==> config.mk <==
export PLATFORM = sky130hd
export DESIGN_NAME = rolling_hash_substring_search
export DESIGN_NICKNAME = d
export VERILOG_FILES = /design/src/rtl/core/rhss_pkg.sv /design/src/rtl/core/rhss_ctrl.sv /design/src/rtl/core/rhss_dpath.sv /design/src/rtl/core/rolling_hash_substring_search.sv
export SDC_FILE = /design/constraint.sdc
export NUM_CORES = 2
export LEC_CHECK = 0
export BUFFER_PORTS_ARGS = -buffer_cell sky130_fd_sc_hd__clkbuf_2
export CORE_MARGIN = 2
export CORE_UTILIZATION = 30
export CTS_CLUSTER_SIZE = 20
export DETAILED_ROUTE_END_ITERATION = 16
export GPL_ROUTABILITY_DRIVEN = 0
export REMOVE_ABC_BUFFERS = 1
export SLEW_MARGIN = 40
export SYNTH_ARGS = -nofsm -noshare
export SYNTH_HDL_FRONTEND = slang
export SYNTH_HIERARCHICAL = 1
export SYNTH_SLANG_ARGS = --single-unit
==> constraint.sdc <==
create_clock -name clk -period 12 [get_ports clk]
set_clock_uncertainty 0.15 [all_clocks]
set_input_delay 2.4 -clock clk [delete_from_list [all_inputs] [get_ports clk]]
set_output_delay 2.4 -clock clk [all_outputs]
set_load 0.02 [all_outputs]
==> src/rtl/core/rhss_pkg.sv <==
// ----------------------------------------------------------------------------
// Rolling hash substring search - shared definitions
// Payload types, hash constants, opcodes and the controller/datapath link.
// ----------------------------------------------------------------------------
package rhss_pkg;

  // Default sizing of the block
  localparam int unsigned MAX_PATTERN_DEF   = 64;
  localparam int unsigned POSITION_BITS_DEF = 32;

  // Hash arithmetic: base 256, prime modulus just below 2^30
  localparam int unsigned HASH_W   = 30;
  localparam logic [HASH_W-1:0] HASH_MOD = 30'd1000000007;
  localparam logic [HASH_W-1:0] BASE_POW1     = 30'd256;
  localparam logic [HASH_W-1:0] NEG_BASE_POW1 = HASH_MOD - BASE_POW1;

  // Reduction of a value below 512 * HASH_MOD.
  // Quotient estimate: ((x >> XL_W) * BARRETT_R) >> BARRETT_SHIFT, short by at most one.
  localparam int unsigned PROD_W        = 39;
  localparam int unsigned XL_W          = 29;
  localparam int unsigned XH_W          = PROD_W - XL_W;
  localparam int unsigned BARRETT_SHIFT = 16;
  localparam logic [BARRETT_SHIFT-1:0] BARRETT_R = 16'd35184;
  localparam int unsigned QPROD_W       = XH_W + BARRETT_SHIFT;
  localparam int unsigned QUO_W         = QPROD_W - BARRETT_SHIFT;
  localparam int unsigned REM_W         = HASH_W + 1;

  // Input opcodes
  localparam logic [1:0] OP_LOAD    = 2'd0;
  localparam logic [1:0] OP_TEXT    = 2'd1;
  localparam logic [1:0] OP_RESTART = 2'd2;

  typedef struct packed {
    logic [1:0] opcode;
    logic [7:0] data_byte;
    logic [5:0] pattern_index;
  } rhss_in_t;

  typedef struct packed {
    logic        match_found;
    logic [31:0] match_start;
  } rhss_out_t;

  // Which value the shared reducer is working on
  typedef enum logic [1:0] {
    JOB_TEXT,
    JOB_PHASH,
    JOB_P256
  } rhss_job_t;

  typedef struct packed {
    logic      accept;
    logic      pat_wr;
    logic      pat_init;
    logic      restart;
    rhss_job_t job;
    logic      mul_en;
    logic      quo_en;
    logic      sub_en;
    logic      fix_en;
    logic      ver_en;
    logic      out_load;
  } rhss_cmd_t;

  typedef struct packed {
    logic idx_ok;
    logic idx_zero;
    logic hit;
    logic ver_done;
    logic slot_free;
  } rhss_status_t;

endpackage

==> src/rtl/core/rhss_ctrl.sv <==
// ----------------------------------------------------------------------------
// Rolling hash substring search - controller
// Sequences accept, modular reduction, verification and result hand-off.
// ----------------------------------------------------------------------------
module rhss_ctrl (
  input  logic                  clk,
  input  logic                  rst,
  input  logic                  in_valid,
  output logic                  in_ready,
  input  logic [1:0]            opcode,
  input  rhss_pkg::rhss_status_t status,
  output rhss_pkg::rhss_cmd_t    cmd
);
  import rhss_pkg::*;

  typedef enum logic [6:0] {
    ST_IDLE = 7'b0000001,
    ST_MUL  = 7'b0000010,
    ST_QUO  = 7'b0000100,
    ST_SUB  = 7'b0001000,
    ST_FIX  = 7'b0010000,
    ST_VER  = 7'b0100000,
    ST_RES  = 7'b1000000
  } state_t;

  state_t    state, state_next;
  rhss_job_t job, job_next;

  always_ff @(posedge clk) begin
    if (rst) begin
      state <= ST_IDLE;
      job   <= JOB_TEXT;
    end else begin
      state <= state_next;
      job   <= job_next;
    end
  end

  assign in_ready = (state == ST_IDLE);

  always_comb begin
    cmd        = '0;
    cmd.job    = job;
    state_next = state;
    job_next   = job;
    unique case (state)
      ST_IDLE: begin
        if (in_valid) begin
          cmd.accept = 1'b1;
          unique case (opcode)
            OP_LOAD: begin
              if (status.idx_ok) begin
                cmd.pat_wr = 1'b1;
                if (status.idx_zero) begin
                  cmd.pat_init = 1'b1;
                end else begin
                  job_next   = JOB_PHASH;
                  state_next = ST_MUL;
                end
              end
            end
            OP_TEXT: begin
              job_next   = JOB_TEXT;
              state_next = ST_MUL;
            end
            OP_RESTART: begin
              cmd.restart = 1'b1;
            end
            default: ;
          endcase
        end
      end
      ST_MUL: begin
        cmd.mul_en = 1'b1;
        state_next = ST_QUO;
      end
      ST_QUO: begin
        cmd.quo_en = 1'b1;
        state_next = ST_SUB;
      end
      ST_SUB: begin
        cmd.sub_en = 1'b1;
        state_next = ST_FIX;
      end
      ST_FIX: begin
        cmd.fix_en = 1'b1;
        case (job)
          JOB_PHASH: begin
            job_next   = JOB_P256;
            state_next = ST_MUL;
          end
          JOB_TEXT: begin
            if (status.hit) begin
              state_next = ST_VER;
            end else if (status.slot_free) begin
              cmd.out_load = 1'b1;
              state_next   = ST_IDLE;
            end else begin
              state_next = ST_RES;
            end
          end
          default: state_next = ST_IDLE;
        endcase
      end
      ST_VER: begin
        cmd.ver_en = 1'b1;
        if (status.ver_done) state_next = ST_RES;
      end
      ST_RES: begin
        if (status.slot_free) begin
          cmd.out_load = 1'b1;
          state_next   = ST_IDLE;
        end
      end
      default: state_next = ST_IDLE;
    endcase
  end

endmodule

==> src/rtl/core/rhss_dpath.sv <==
// ----------------------------------------------------------------------------
// Rolling hash substring search - datapath
// Pattern and window stores, hash registers, shared reducer, output register.
// ----------------------------------------------------------------------------
module rhss_dpath #(
  parameter int unsigned MAX_PATTERN   = rhss_pkg::MAX_PATTERN_DEF,
  parameter int unsigned POSITION_BITS = rhss_pkg::POSITION_BITS_DEF
) (
  input  logic                   clk,
  input  logic                   rst,
  input  rhss_pkg::rhss_in_t     in_item,
  input  logic                   cfg_valid,
  input  logic [6:0]             cfg_data,
  input  rhss_pkg::rhss_cmd_t    cmd,
  output rhss_pkg::rhss_status_t status,
  input  logic                   out_ready,
  output logic                   out_valid,
  output rhss_pkg::rhss_out_t    out_item
);
  import rhss_pkg::*;

  localparam int unsigned AW = (MAX_PATTERN > 1) ? $clog2(MAX_PATTERN) : 1;
  localparam int unsigned CW = $clog2(MAX_PATTERN + 1);
  localparam int unsigned LW = (CW > 7) ? CW : 7;
  localparam int unsigned PB = POSITION_BITS;
  localparam logic [CW-1:0] LEN_MAX   = CW'(MAX_PATTERN);
  localparam logic [AW-1:0] ADDR_LAST = AW'(MAX_PATTERN - 1);
  localparam logic [PB-1:0] COUNT_MAX = '1;

  // Stores
  logic [7:0] win_mem [MAX_PATTERN];
  logic [7:0] pat_mem [MAX_PATTERN];
  logic [7:0] win_rdata, pat_rdata;

  // Control and hash state
  logic [CW-1:0]     eff_len, len_next, fill, ver_left;
  logic [AW-1:0]     wp, ver_waddr, ver_paddr, leave_addr, win_raddr;
  logic [PB-1:0]     count, len_m1;
  logic [HASH_W-1:0] win_hash, pat_hash, pow_fwd, pow_neg, red;
  logic              match_ok, ver_pend, lv_ok, found;

  // Reducer pipeline
  logic [7:0]         byte_r, leave_byte;
  logic [PROD_W-1:0]  x_r, x_next, quo_mul;
  logic [37:0]        leave_prod;
  logic [QPROD_W-1:0] qprod;
  logic [QUO_W-1:0]   quo_r;
  logic [REM_W-1:0]   rem_r;
  logic [31:0]        start_r;
  logic [CW:0]        lsum;
  logic [LW-1:0]      len_wide;
  logic               text_fix;

  // Clamp the length register to 1..MAX_PATTERN as it is written
  assign len_wide = LW'(cfg_data);
  assign len_next = (cfg_data == 7'd0)                 ? CW'(1)  :
                    (len_wide > LW'(MAX_PATTERN))      ? LEN_MAX :
                                                         CW'(cfg_data);

  // Leaving byte sits len steps behind the write pointer
  assign lsum       = (CW+1)'(wp) + (CW+1)'(MAX_PATTERN) - (CW+1)'(eff_len);
  assign leave_addr = (lsum >= (CW+1)'(MAX_PATTERN)) ? AW'(lsum - (CW+1)'(MAX_PATTERN))
                                                     : AW'(lsum);
  assign win_raddr  = cmd.ver_en ? ver_waddr : leave_addr;
  assign leave_byte = lv_ok ? win_rdata : 8'd0;

  // Reducer arithmetic
  assign leave_prod = 38'(leave_byte) * 38'(pow_neg);
  always_comb begin
    case (cmd.job)
      JOB_TEXT:  x_next = PROD_W'({win_hash, 8'd0}) + PROD_W'(byte_r) + PROD_W'(leave_prod);
      JOB_PHASH: x_next = PROD_W'({pat_hash, 8'd0}) + PROD_W'(byte_r);
      JOB_P256:  x_next = PROD_W'({pow_fwd, 8'd0});
      default:   x_next = '0;
    endcase
  end
  assign qprod   = QPROD_W'(x_r[PROD_W-1 -: XH_W]) * QPROD_W'(BARRETT_R);
  assign quo_mul = PROD_W'(quo_r) * PROD_W'(HASH_MOD);
  assign red     = (rem_r >= REM_W'(HASH_MOD)) ? HASH_W'(rem_r - REM_W'(HASH_MOD))
                                               : rem_r[HASH_W-1:0];

  assign len_m1   = PB'(eff_len - CW'(1));
  assign text_fix = cmd.fix_en && (cmd.job == JOB_TEXT);
  assign found    = cmd.fix_en ? 1'b0 : match_ok;

  assign status.idx_ok    = (32'(in_item.pattern_index) < 32'(MAX_PATTERN));
  assign status.idx_zero  = (in_item.pattern_index == 6'd0);
  assign status.hit       = (count >= len_m1) && (red == pat_hash);
  assign status.ver_done  = (ver_left == '0) && !ver_pend;
  assign status.slot_free = !out_valid || out_ready;

  // Memories
  always_ff @(posedge clk) begin
    if (text_fix) win_mem[wp] <= byte_r;
    win_rdata <= win_mem[win_raddr];
    if (cmd.pat_wr) pat_mem[AW'(in_item.pattern_index)] <= in_item.data_byte;
    pat_rdata <= pat_mem[ver_paddr];
  end

  // Payload registers
  always_ff @(posedge clk) begin
    lv_ok <= (eff_len <= fill);
    if (cmd.accept) byte_r <= in_item.data_byte;
    if (cmd.mul_en) x_r    <= x_next;
    if (cmd.quo_en) quo_r  <= qprod[QPROD_W-1 -: QUO_W];
    if (cmd.sub_en) rem_r  <= REM_W'(x_r - quo_mul);
    if (text_fix) begin
      start_r   <= 32'(count - len_m1);
      ver_waddr <= wp;
      ver_paddr <= AW'(eff_len - CW'(1));
    end else if (cmd.ver_en && (ver_left != '0)) begin
      ver_waddr <= (ver_waddr == '0) ? ADDR_LAST : ver_waddr - AW'(1);
      ver_paddr <= ver_paddr - AW'(1);
    end
    if (cmd.out_load) begin
      out_item.match_found <= found;
      out_item.match_start <= found ? start_r : 32'd0;
    end
  end

  // Control state
  always_ff @(posedge clk) begin
    if (rst) begin
      eff_len   <= CW'(1);
      wp        <= '0;
      fill      <= '0;
      count     <= '0;
      win_hash  <= '0;
      pat_hash  <= '0;
      pow_fwd   <= BASE_POW1;
      pow_neg   <= NEG_BASE_POW1;
      match_ok  <= 1'b0;
      ver_pend  <= 1'b0;
      ver_left  <= '0;
      out_valid <= 1'b0;
    end else begin
      if (cfg_valid) eff_len <= len_next;

      if (cmd.pat_init) begin
        pat_hash <= HASH_W'(in_item.data_byte);
        pow_fwd  <= BASE_POW1;
        pow_neg  <= NEG_BASE_POW1;
      end

      if (cmd.restart) begin
        win_hash <= '0;
        count    <= '0;
        fill     <= '0;
      end

      if (cmd.fix_en) begin
        case (cmd.job)
          JOB_TEXT: begin
            win_hash <= red;
            wp       <= (wp == ADDR_LAST) ? '0 : wp + AW'(1);
            if (fill != LEN_MAX) fill <= fill + CW'(1);
            if (count != COUNT_MAX) count <= count + PB'(1);
            match_ok <= status.hit;
            ver_left <= eff_len;
            ver_pend <= 1'b0;
          end
          JOB_PHASH: pat_hash <= red;
          JOB_P256: begin
            pow_fwd <= red;
            pow_neg <= HASH_MOD - red;
          end
          default: ;
        endcase
      end

      // Verify: issue one read pair a cycle, compare the pair in the next cycle
      if (cmd.ver_en) begin
        if (ver_left != '0) begin
          ver_left <= ver_left - CW'(1);
          ver_pend <= 1'b1;
        end else begin
          ver_pend <= 1'b0;
        end
        if (ver_pend && (win_rdata != pat_rdata)) match_ok <= 1'b0;
      end

      if (cmd.out_load) begin
        out_valid <= 1'b1;
      end else if (out_ready) begin
        out_valid <= 1'b0;
      end
    end
  end

endmodule

==> src/rtl/core/rolling_hash_substring_search.sv <==
// ----------------------------------------------------------------------------
// Rolling hash substring search - top level
// Streaming Rabin-Karp matcher: base 256, modulus 1000000007.
// ----------------------------------------------------------------------------
// Usage:
//   cfg channel: write the pattern length (clamped to 1..MAX_PATTERN) while idle.
//   in channel: one beat per item. Opcode load writes pattern byte at pattern_index
//   (send in index order from zero), text streams one byte, restart begins a new text.
//   out channel: one beat per text byte; match_found set with the window start
//   offset in match_start when the last pattern-length bytes equal the pattern.
// Sequence (one item in flight, set by the shared multiply/reduce unit):
//   text byte, no hash hit: multiply, quotient, subtract and fix states, result
//   loaded at fix or, while out is full, in the result state. With a hash hit,
//   fix leads to verify and result; byte compare runs one pair a cycle through
//   the pattern and window memory ports. Load at nonzero index: two reductions;
//   load at index zero, restart and the spare opcode: taken in idle alone.
// Reset: hashes and counters cleared, leading power 256, length 1; pattern store
//   holds nothing valid until loaded.
// Stall: the output register holds one result; the block keeps taking items
//   until a second result is ready, then holds until the first beat leaves.
// ----------------------------------------------------------------------------
module rolling_hash_substring_search #(
  parameter int unsigned MAX_PATTERN   = rhss_pkg::MAX_PATTERN_DEF,
  parameter int unsigned POSITION_BITS = rhss_pkg::POSITION_BITS_DEF
) (
  input  logic                clk,
  input  logic                rst,
  input  logic                in_valid,
  output logic                in_ready,
  input  rhss_pkg::rhss_in_t  in_item,
  output logic                out_valid,
  input  logic                out_ready,
  output rhss_pkg::rhss_out_t out_item,
  input  logic                cfg_valid,
  output logic                cfg_ready,
  input  logic [6:0]          cfg_data
);
  import rhss_pkg::*;

  rhss_cmd_t    cmd;
  rhss_status_t status;

  // Length writes go straight into the length register, so the config port never stalls
  assign cfg_ready = 1'b1;

  // Sequence each item through accept, reduce, verify and hand-off
  rhss_ctrl u_ctrl (
    .clk      (clk),
    .rst      (rst),
    .in_valid (in_valid),
    .in_ready (in_ready),
    .opcode   (in_item.opcode),
    .status   (status),
    .cmd      (cmd)
  );

  // Hold the stores, hashes and output register
  rhss_dpath #(
    .MAX_PATTERN   (MAX_PATTERN),
    .POSITION_BITS (POSITION_BITS)
  ) u_dpath (
    .clk       (clk),
    .rst       (rst),
    .in_item   (in_item),
    .cfg_valid (cfg_valid),
    .cfg_data  (cfg_data),
    .cmd       (cmd),
    .status    (status),
    .out_ready (out_ready),
    .out_valid (out_valid),
    .out_item  (out_item)
  );

endmodule

# == Yosys cells after proc, flatten, opt, wreduce, memory -nomap -nowiden ==
# Memory sizes are Yosys's and may differ from the RTL's. A register that Yosys moved wholly into a read port is not among the register bits.
# Cells that the tools add are included.
# word_totals
mem_bits_rw,1024
ff_bits,357
inputBits,28
n_memories,2
wordCells,178
# mem_list
name,depth,width,read_ports,rd_ports_with_merged_regs,write_ports,line,source
u_dpath.pat_mem,64,8,1,1,1,rhss_dpath.sv:32,logic [7:0] pat_mem [MAX_PATTERN];
u_dpath.win_mem,64,8,1,1,1,rhss_dpath.sv:31,logic [7:0] win_mem [MAX_PATTERN];
# classes
multipliers,3
muxes,80
n_addsub,18
n_reduce_logical,24
n_eq_ne,22
magnitude_cmp,5
# ops
op,n
$mux 30,13
$mux 32,4
$pmux 39 s3,1
$mux 7,16
$add 38x8->39,2
$pmux 7 s7,1
$mux 6,8
$add 39x38->39,1
$mul 8x30->38,1
$add 32x1->32 const B,1
$ge 32x32->1,1
$ne 32x32->1 const B,1
$sub 32x32->32,1
$ge 31x30->1 const B,1
$mul 10x30->31 const B,1
$sub 31x31->31,1
$eq 30x30->1,1
$sub 30x30->30 const A,1
$sub 30x30->30 const B,1
$pmux 7 s2,2
$mux 1,25
$sub 6x1->6 const B,4
$mul 10x12->22 const B,1
$logic_not 7->1,2
38 further kinds,61

# == Depth between registers and ports, before layout ==
# depth
depth_word,9
ltp_mapped,24
mapped_depth_nobuf,23

# == Modules after synthesis ==
# Netlist, hierarchy kept.
# modules_own_cells
module,cells_each,n_inst,area_each_um2
rhss_dpath,5970,1,73666.9
rhss_ctrl,88,1,693.2
rolling_hash_substring_search,2,1,11.3

# == Least setup slack after synthesis ==
# No wires, ideal clock.
# synth_path
path_kind,reg2reg
startpoint,register u_dpath.byte_r[3]
endpoint,"register u_dpath.x_r[19], data pin"
setup_slack_ps,6131
path_buffers,0
synth_period_minus_slack_ps,5869
required_time_ps,11583
stages_incl_launch_ff,23
t_arrival_ps,5453
path_cell_list,edfxtp_1 inv_1 fa_1 inv_1 ha_1 ha_1 inv_1 fa_1 inv_1 ha_1 fa_1 a21o_1 a21oi_1 o21bai_1 o21ba_2 o21ai_0 o21ai_0 a21o_1 a21oi_1 xnor2_1 nor2_1 a21oi_1 o21ai_0
# synth_via
elab_chain_len,3
# synth_lines
item,line,source
"start, declared",rhss_dpath.sv:43,"logic [7:0] byte_r, leave_byte;"
"start signal, assigned",rhss_dpath.sv:103,if (cmd.accept) byte_r <= in_item.data_byte;
$add 38x8->39,rhss_dpath.sv:71,"JOB_TEXT: x_next = PROD_W'({win_hash, 8'd0}) + PROD_W'(byte_r) + PROD_W'(leave_prod);"
$add 39x38->39,rhss_dpath.sv:71,
$pmux 39 s3 *,rhss_dpath.sv:70,case (cmd.job)
via u_dpath.x_next[19],rhss_dpath.sv:44,"logic [PROD_W-1:0] x_r, x_next, quo_mul;"
"end signal, assigned",rhss_dpath.sv:104,if (cmd.mul_en) x_r <= x_next;
"end, declared",rhss_dpath.sv:44,
# The timed path passes the listed nets; every way through them passes the cells marked *.
# A chain may end at the register's enable or synchronous reset.

# == Final worst setup path ==
# layout_path
startpoint,register u_dpath.lv_ok
endpoint,"register u_dpath.x_r[37], data pin"
# layout_via
elab_chain_len,4
# layout_lines
item,line,source
"start, declared",rhss_dpath.sv:40,"logic match_ok, ver_pend, lv_ok, found;"
"start signal, assigned",rhss_dpath.sv:102,lv_ok <= (eff_len <= fill);
$mux 8,rhss_dpath.sv:65,assign leave_byte = lv_ok ? win_rdata : 8'd0;
$mul 8x30->38,rhss_dpath.sv:68,assign leave_prod = 38'(leave_byte) * 38'(pow_neg);
$add 39x38->39,rhss_dpath.sv:71,
$pmux 39 s3,rhss_dpath.sv:70,
via u_dpath.x_next[37],rhss_dpath.sv:44,
# The timed path passes the listed nets, and every way through them passes these cells.

==> metrics <==
run status=completed; Avg Inst Size Synth=12.3 um^2; Synth area leader=edfxtp_1; Core Region=0.246 mm^2; Most common cell on crit path=fa_1; pin count of the biggest net entering global routing=129; Post-CTS Resized=0; Req. time, crit path=12360 ps; Hold Path Class=flip-flop to flip-flop; EDFF count, synth=1189; clock tree buffer depth=3; final WL=193000 um; Worst-path clk slew=60 ps; CTS tree=done; final antenna-violating net count=0; # DRC=0; Worst setup SP type=flip-flop; clock sinks=1397; Crit path arrival time=7230 ps; share of cells above drive strength 1=11.5%; crit path from=u_dpath/lv_ok$_DFF_P_; max cap viols=0; Largest stage delay, worst path=670 ps; crit path to=u_dpath/x_r[37]$_DFFE_PP_; Synth area leaders=edfxtp_1, fa_1, mux4_2; setup slack after layout=5140 ps; Die Y=502 um; Initial Utilization=30.2%; Reg2Reg Setup Slack=5140 ps; Logic pwr share=26.5%; Syn. warnings=6; Tot GR Track Use=15.1%; power density cells=162 mW/mm^2; Cell Area, Synth=0.0744 mm^2; GRT Residual Overflow=0; crit-path max FO=80; Post-CTS Hold Buffers=0; switching power=4.29 mW; R2R cell count=23; final hold vios=0; Crit Path Class=flip-flop to flip-flop; multi-input logic area=0.0314 mm^2; routed vias=47900; CTS buffer count=144; origin of the critical flop-to-flop path=u_dpath/lv_ok$_DFF_P_; VDD IR max=0.000136 V; asr flop ratio synth=0%; Die Wd=502 um; vias in the first global route=47500; Die ar.=0.252 mm^2; Synth Instances=6060; vias per cell=5.06; count of final max-slew check failures=0; hold depth=2; Crit-path slowest cell=dfxtp_4; row cnt=182; min Tclk post-route=6860 ps; flops & latches, synth=1397; register area=0.0399 mm^2; Setup TNS=0 ps; area growth from synthesis to layout=12.3%; register area share after synthesis=53.6%; switch share=31.7%; Unique masters post-synth=107; detailed router's first-iteration violation count=4829; RR Endpoint=u_dpath/x_r[37]$_DFFE_PP_; fmax=0.146 GHz; nets@finish=6666; RSZ-0062 raised after global routing=no; Internal Power=9.26 mW; number of buffers and inverters on the critical path=4; CP Depth=23; Reg power frac=40.1%; crit end category=flip-flop; Lkg Pwr=31.0 nW; final setup fails=0; final worst-path cycle share=57.2%; dominant synthesized flop cell=edfxtp_1; fillers=24000; dpl hpwl=127000 um; most common cell in the netlist=edfxtp_1; H-tree depth=4; root buffer cell=clkbuf_16; worst path cell trace=and2_1 -> buf_4 -> nand2_1 -> fa_1 -> inv_1 -> fa_1 -> fa_1 -> inv_1 -> fa_1 -> inv_1 -> ha_1 -> a21o_1 -> a21o_1 -> a21oi_1 -> o31ai_1 -> a221oi_1 -> a21oi_1 -> o21ai_0 -> a21boi_0 -> o31ai_1 -> a21oi_1 -> xnor2_1 -> o21ai_0; crit-path leading delay family=adder cells; IO Port Bufs=62; worst slack, placed=5170 ps; first-pass GRT wire length=295000 um; top-area cell type share of the netlist area=48.0%; DRT Pass-1 Iters=7; Clock Latency Late Sink=790 ps; most frequent cells after synthesis=edfxtp_1, nand2_1, inv_1, nor2_1, fa_1; Clock Power Share=33.4%; initial antenna violation count=6; Slew HR=35.3%; I/O pin count=64; Worst Max-Slew Pin Slew=967 ps; post-CTS setup buffers=0; drt wl/cell=20.4 um
==> final cells by class <==
class                           count  share of cell area, %
Inverter                          560                   2.52
Clock inverter                     76                   1.04
Tap cell                         3312                   4.96
Timing Repair Buffer              151                   1.33
Sequential cell                  1397                   47.8
Clock buffer                      188                   4.72
Antenna cell                        3                0.00899
Multi-Input combinational cell   3784                   37.7
==> power groups by stage <==
stage	clock [mW]	sequential, mW	combinational, mW
after floorplan	0	5.58	2.40
after global placement	0	5.54	3.46
after detailed placement	0	5.54	3.53
after CTS	4.63	5.43	3.55
after global routing	4.82	5.44	4.01
final	4.53	5.43	3.59
==> logic make-up after synthesis <==
group                    count (synthesis)  share of synthesized area [%]
multiplexers                           228                           6.45
AND/OR/NAND/NOR                       1898                           12.0
adder cells (fa/ha/maj)                600                           13.3
AO/OA/AOI/OAI                          840                           7.33
buffers and inverters                  879                           4.52
flip-flops                            1397                           53.6
XOR/XNOR                               216                           2.70
other                                    2                         0.0101
==> placed cells by master, fill, tap and decap left out, drive strengths merged, types with 18 or more instances in the layout <==
| master | instances |
|---|---|
| and2 | 60 |
| clkinv | 59 |
| edfxtp | 1189 |
| a211oi | 61 |
| nor3 | 51 |
| xor2 | 83 |
| nand2b | 26 |
| ha | 279 |
| nor2 | 396 |
| mux2i | 26 |
| or3 | 18 |
| inv | 566 |
| buf | 89 |
| nand3 | 239 |
| fa | 321 |
| nand2 | 700 |
| nand3b | 18 |
| xnor2 | 127 |
| a21o | 53 |
| o21a | 18 |
| mux4 | 200 |
| dfxtp | 208 |
| o21ai | 127 |
| a21oi | 301 |
| and3 | 261 |
| nand4 | 26 |
| a311oi | 71 |
| nor2b | 26 |
| clkbuf | 250 |
| a31oi | 81 |
| nor4 | 20 |
==> flip-flops by register name, indices dropped and copies added, names as in the netlist, 10 cells and up <==
name and count:
u_dpath/pow_fwd 30, u_dpath/x_r 39, u_dpath/pat_mem 512, u_dpath/out_item 33
u_dpath/count 32, u_dpath/quo_r 10, u_dpath/pat_hash 30, u_dpath/start_r 32
u_dpath/win_hash 30, u_dpath/win_mem 512, u_dpath/pow_neg 30, u_dpath/rem_r 31
==> routing by layer <==
layer | wire (um) | track usage (%)
met4 | 4500 | 4.21
met5 | 0 | 0
met1 | 86300 | 21.6
met2 | 88700 | 23.7
met3 | 13700 | 2.47
==> stage by stage <==
stage | instance area [um^2] | utilization, % | hold slack, ps | cells | power (mW)
floorplan | 73100 | - | 281 | 5741 | 7.98
CTS | 83300 | 33.8 | 310 | 9462 | 13.6
finish | 83500 | 33.9 | 309 | 9471 | 13.6
global placement | 78300 | 31.8 | 295 | 9193 | 9.00
detailed placement | 78500 | 31.9 | 300 | 9198 | 9.07
global route | 83500 | 33.9 | 326 | 9471 | 14.3
==> worst min path at each step <==
stage	startpoint	to	slack, ps
after detailed placement	u_dpath/pow_fwd[3]$_SDFF_PP0_	u_dpath/pow_fwd[3]$_SDFF_PP0_	300
final	u_dpath/pow_fwd[3]$_SDFF_PP0_	u_dpath/pow_fwd[3]$_SDFF_PP0_	310
after CTS	u_dpath/pow_fwd[3]$_SDFF_PP0_	u_dpath/pow_fwd[3]$_SDFF_PP0_	310
after global routing	u_dpath/pow_fwd[3]$_SDFF_PP0_	u_dpath/pow_fwd[3]$_SDFF_PP0_	330
after floorplan	u_dpath/pow_fwd[0]$_SDFF_PP0_	u_dpath/pow_fwd[0]$_SDFF_PP0_	280
after global placement	u_dpath/pow_fwd[3]$_SDFF_PP0_	u_dpath/pow_fwd[3]$_SDFF_PP0_	290
==> worst reg2reg max path: stages (launching register included) <==
cell and delay (ps):
dfxtp_4 670, and2_1 210, buf_4 340, nand2_1 160, fa_1 520, inv_1 50
fa_1 480, fa_1 550, inv_1 60, fa_1 480, inv_1 40, ha_1 360
a21o_1 190, a21o_1 170, a21oi_1 190, o31ai_1 120, a221oi_1 400, a21oi_1 250
o21ai_0 310, a21boi_0 210, o31ai_1 310, a21oi_1 130, xnor2_1 160, o21ai_0 80
Note: power is estimated with default switching activity, not from simulation.
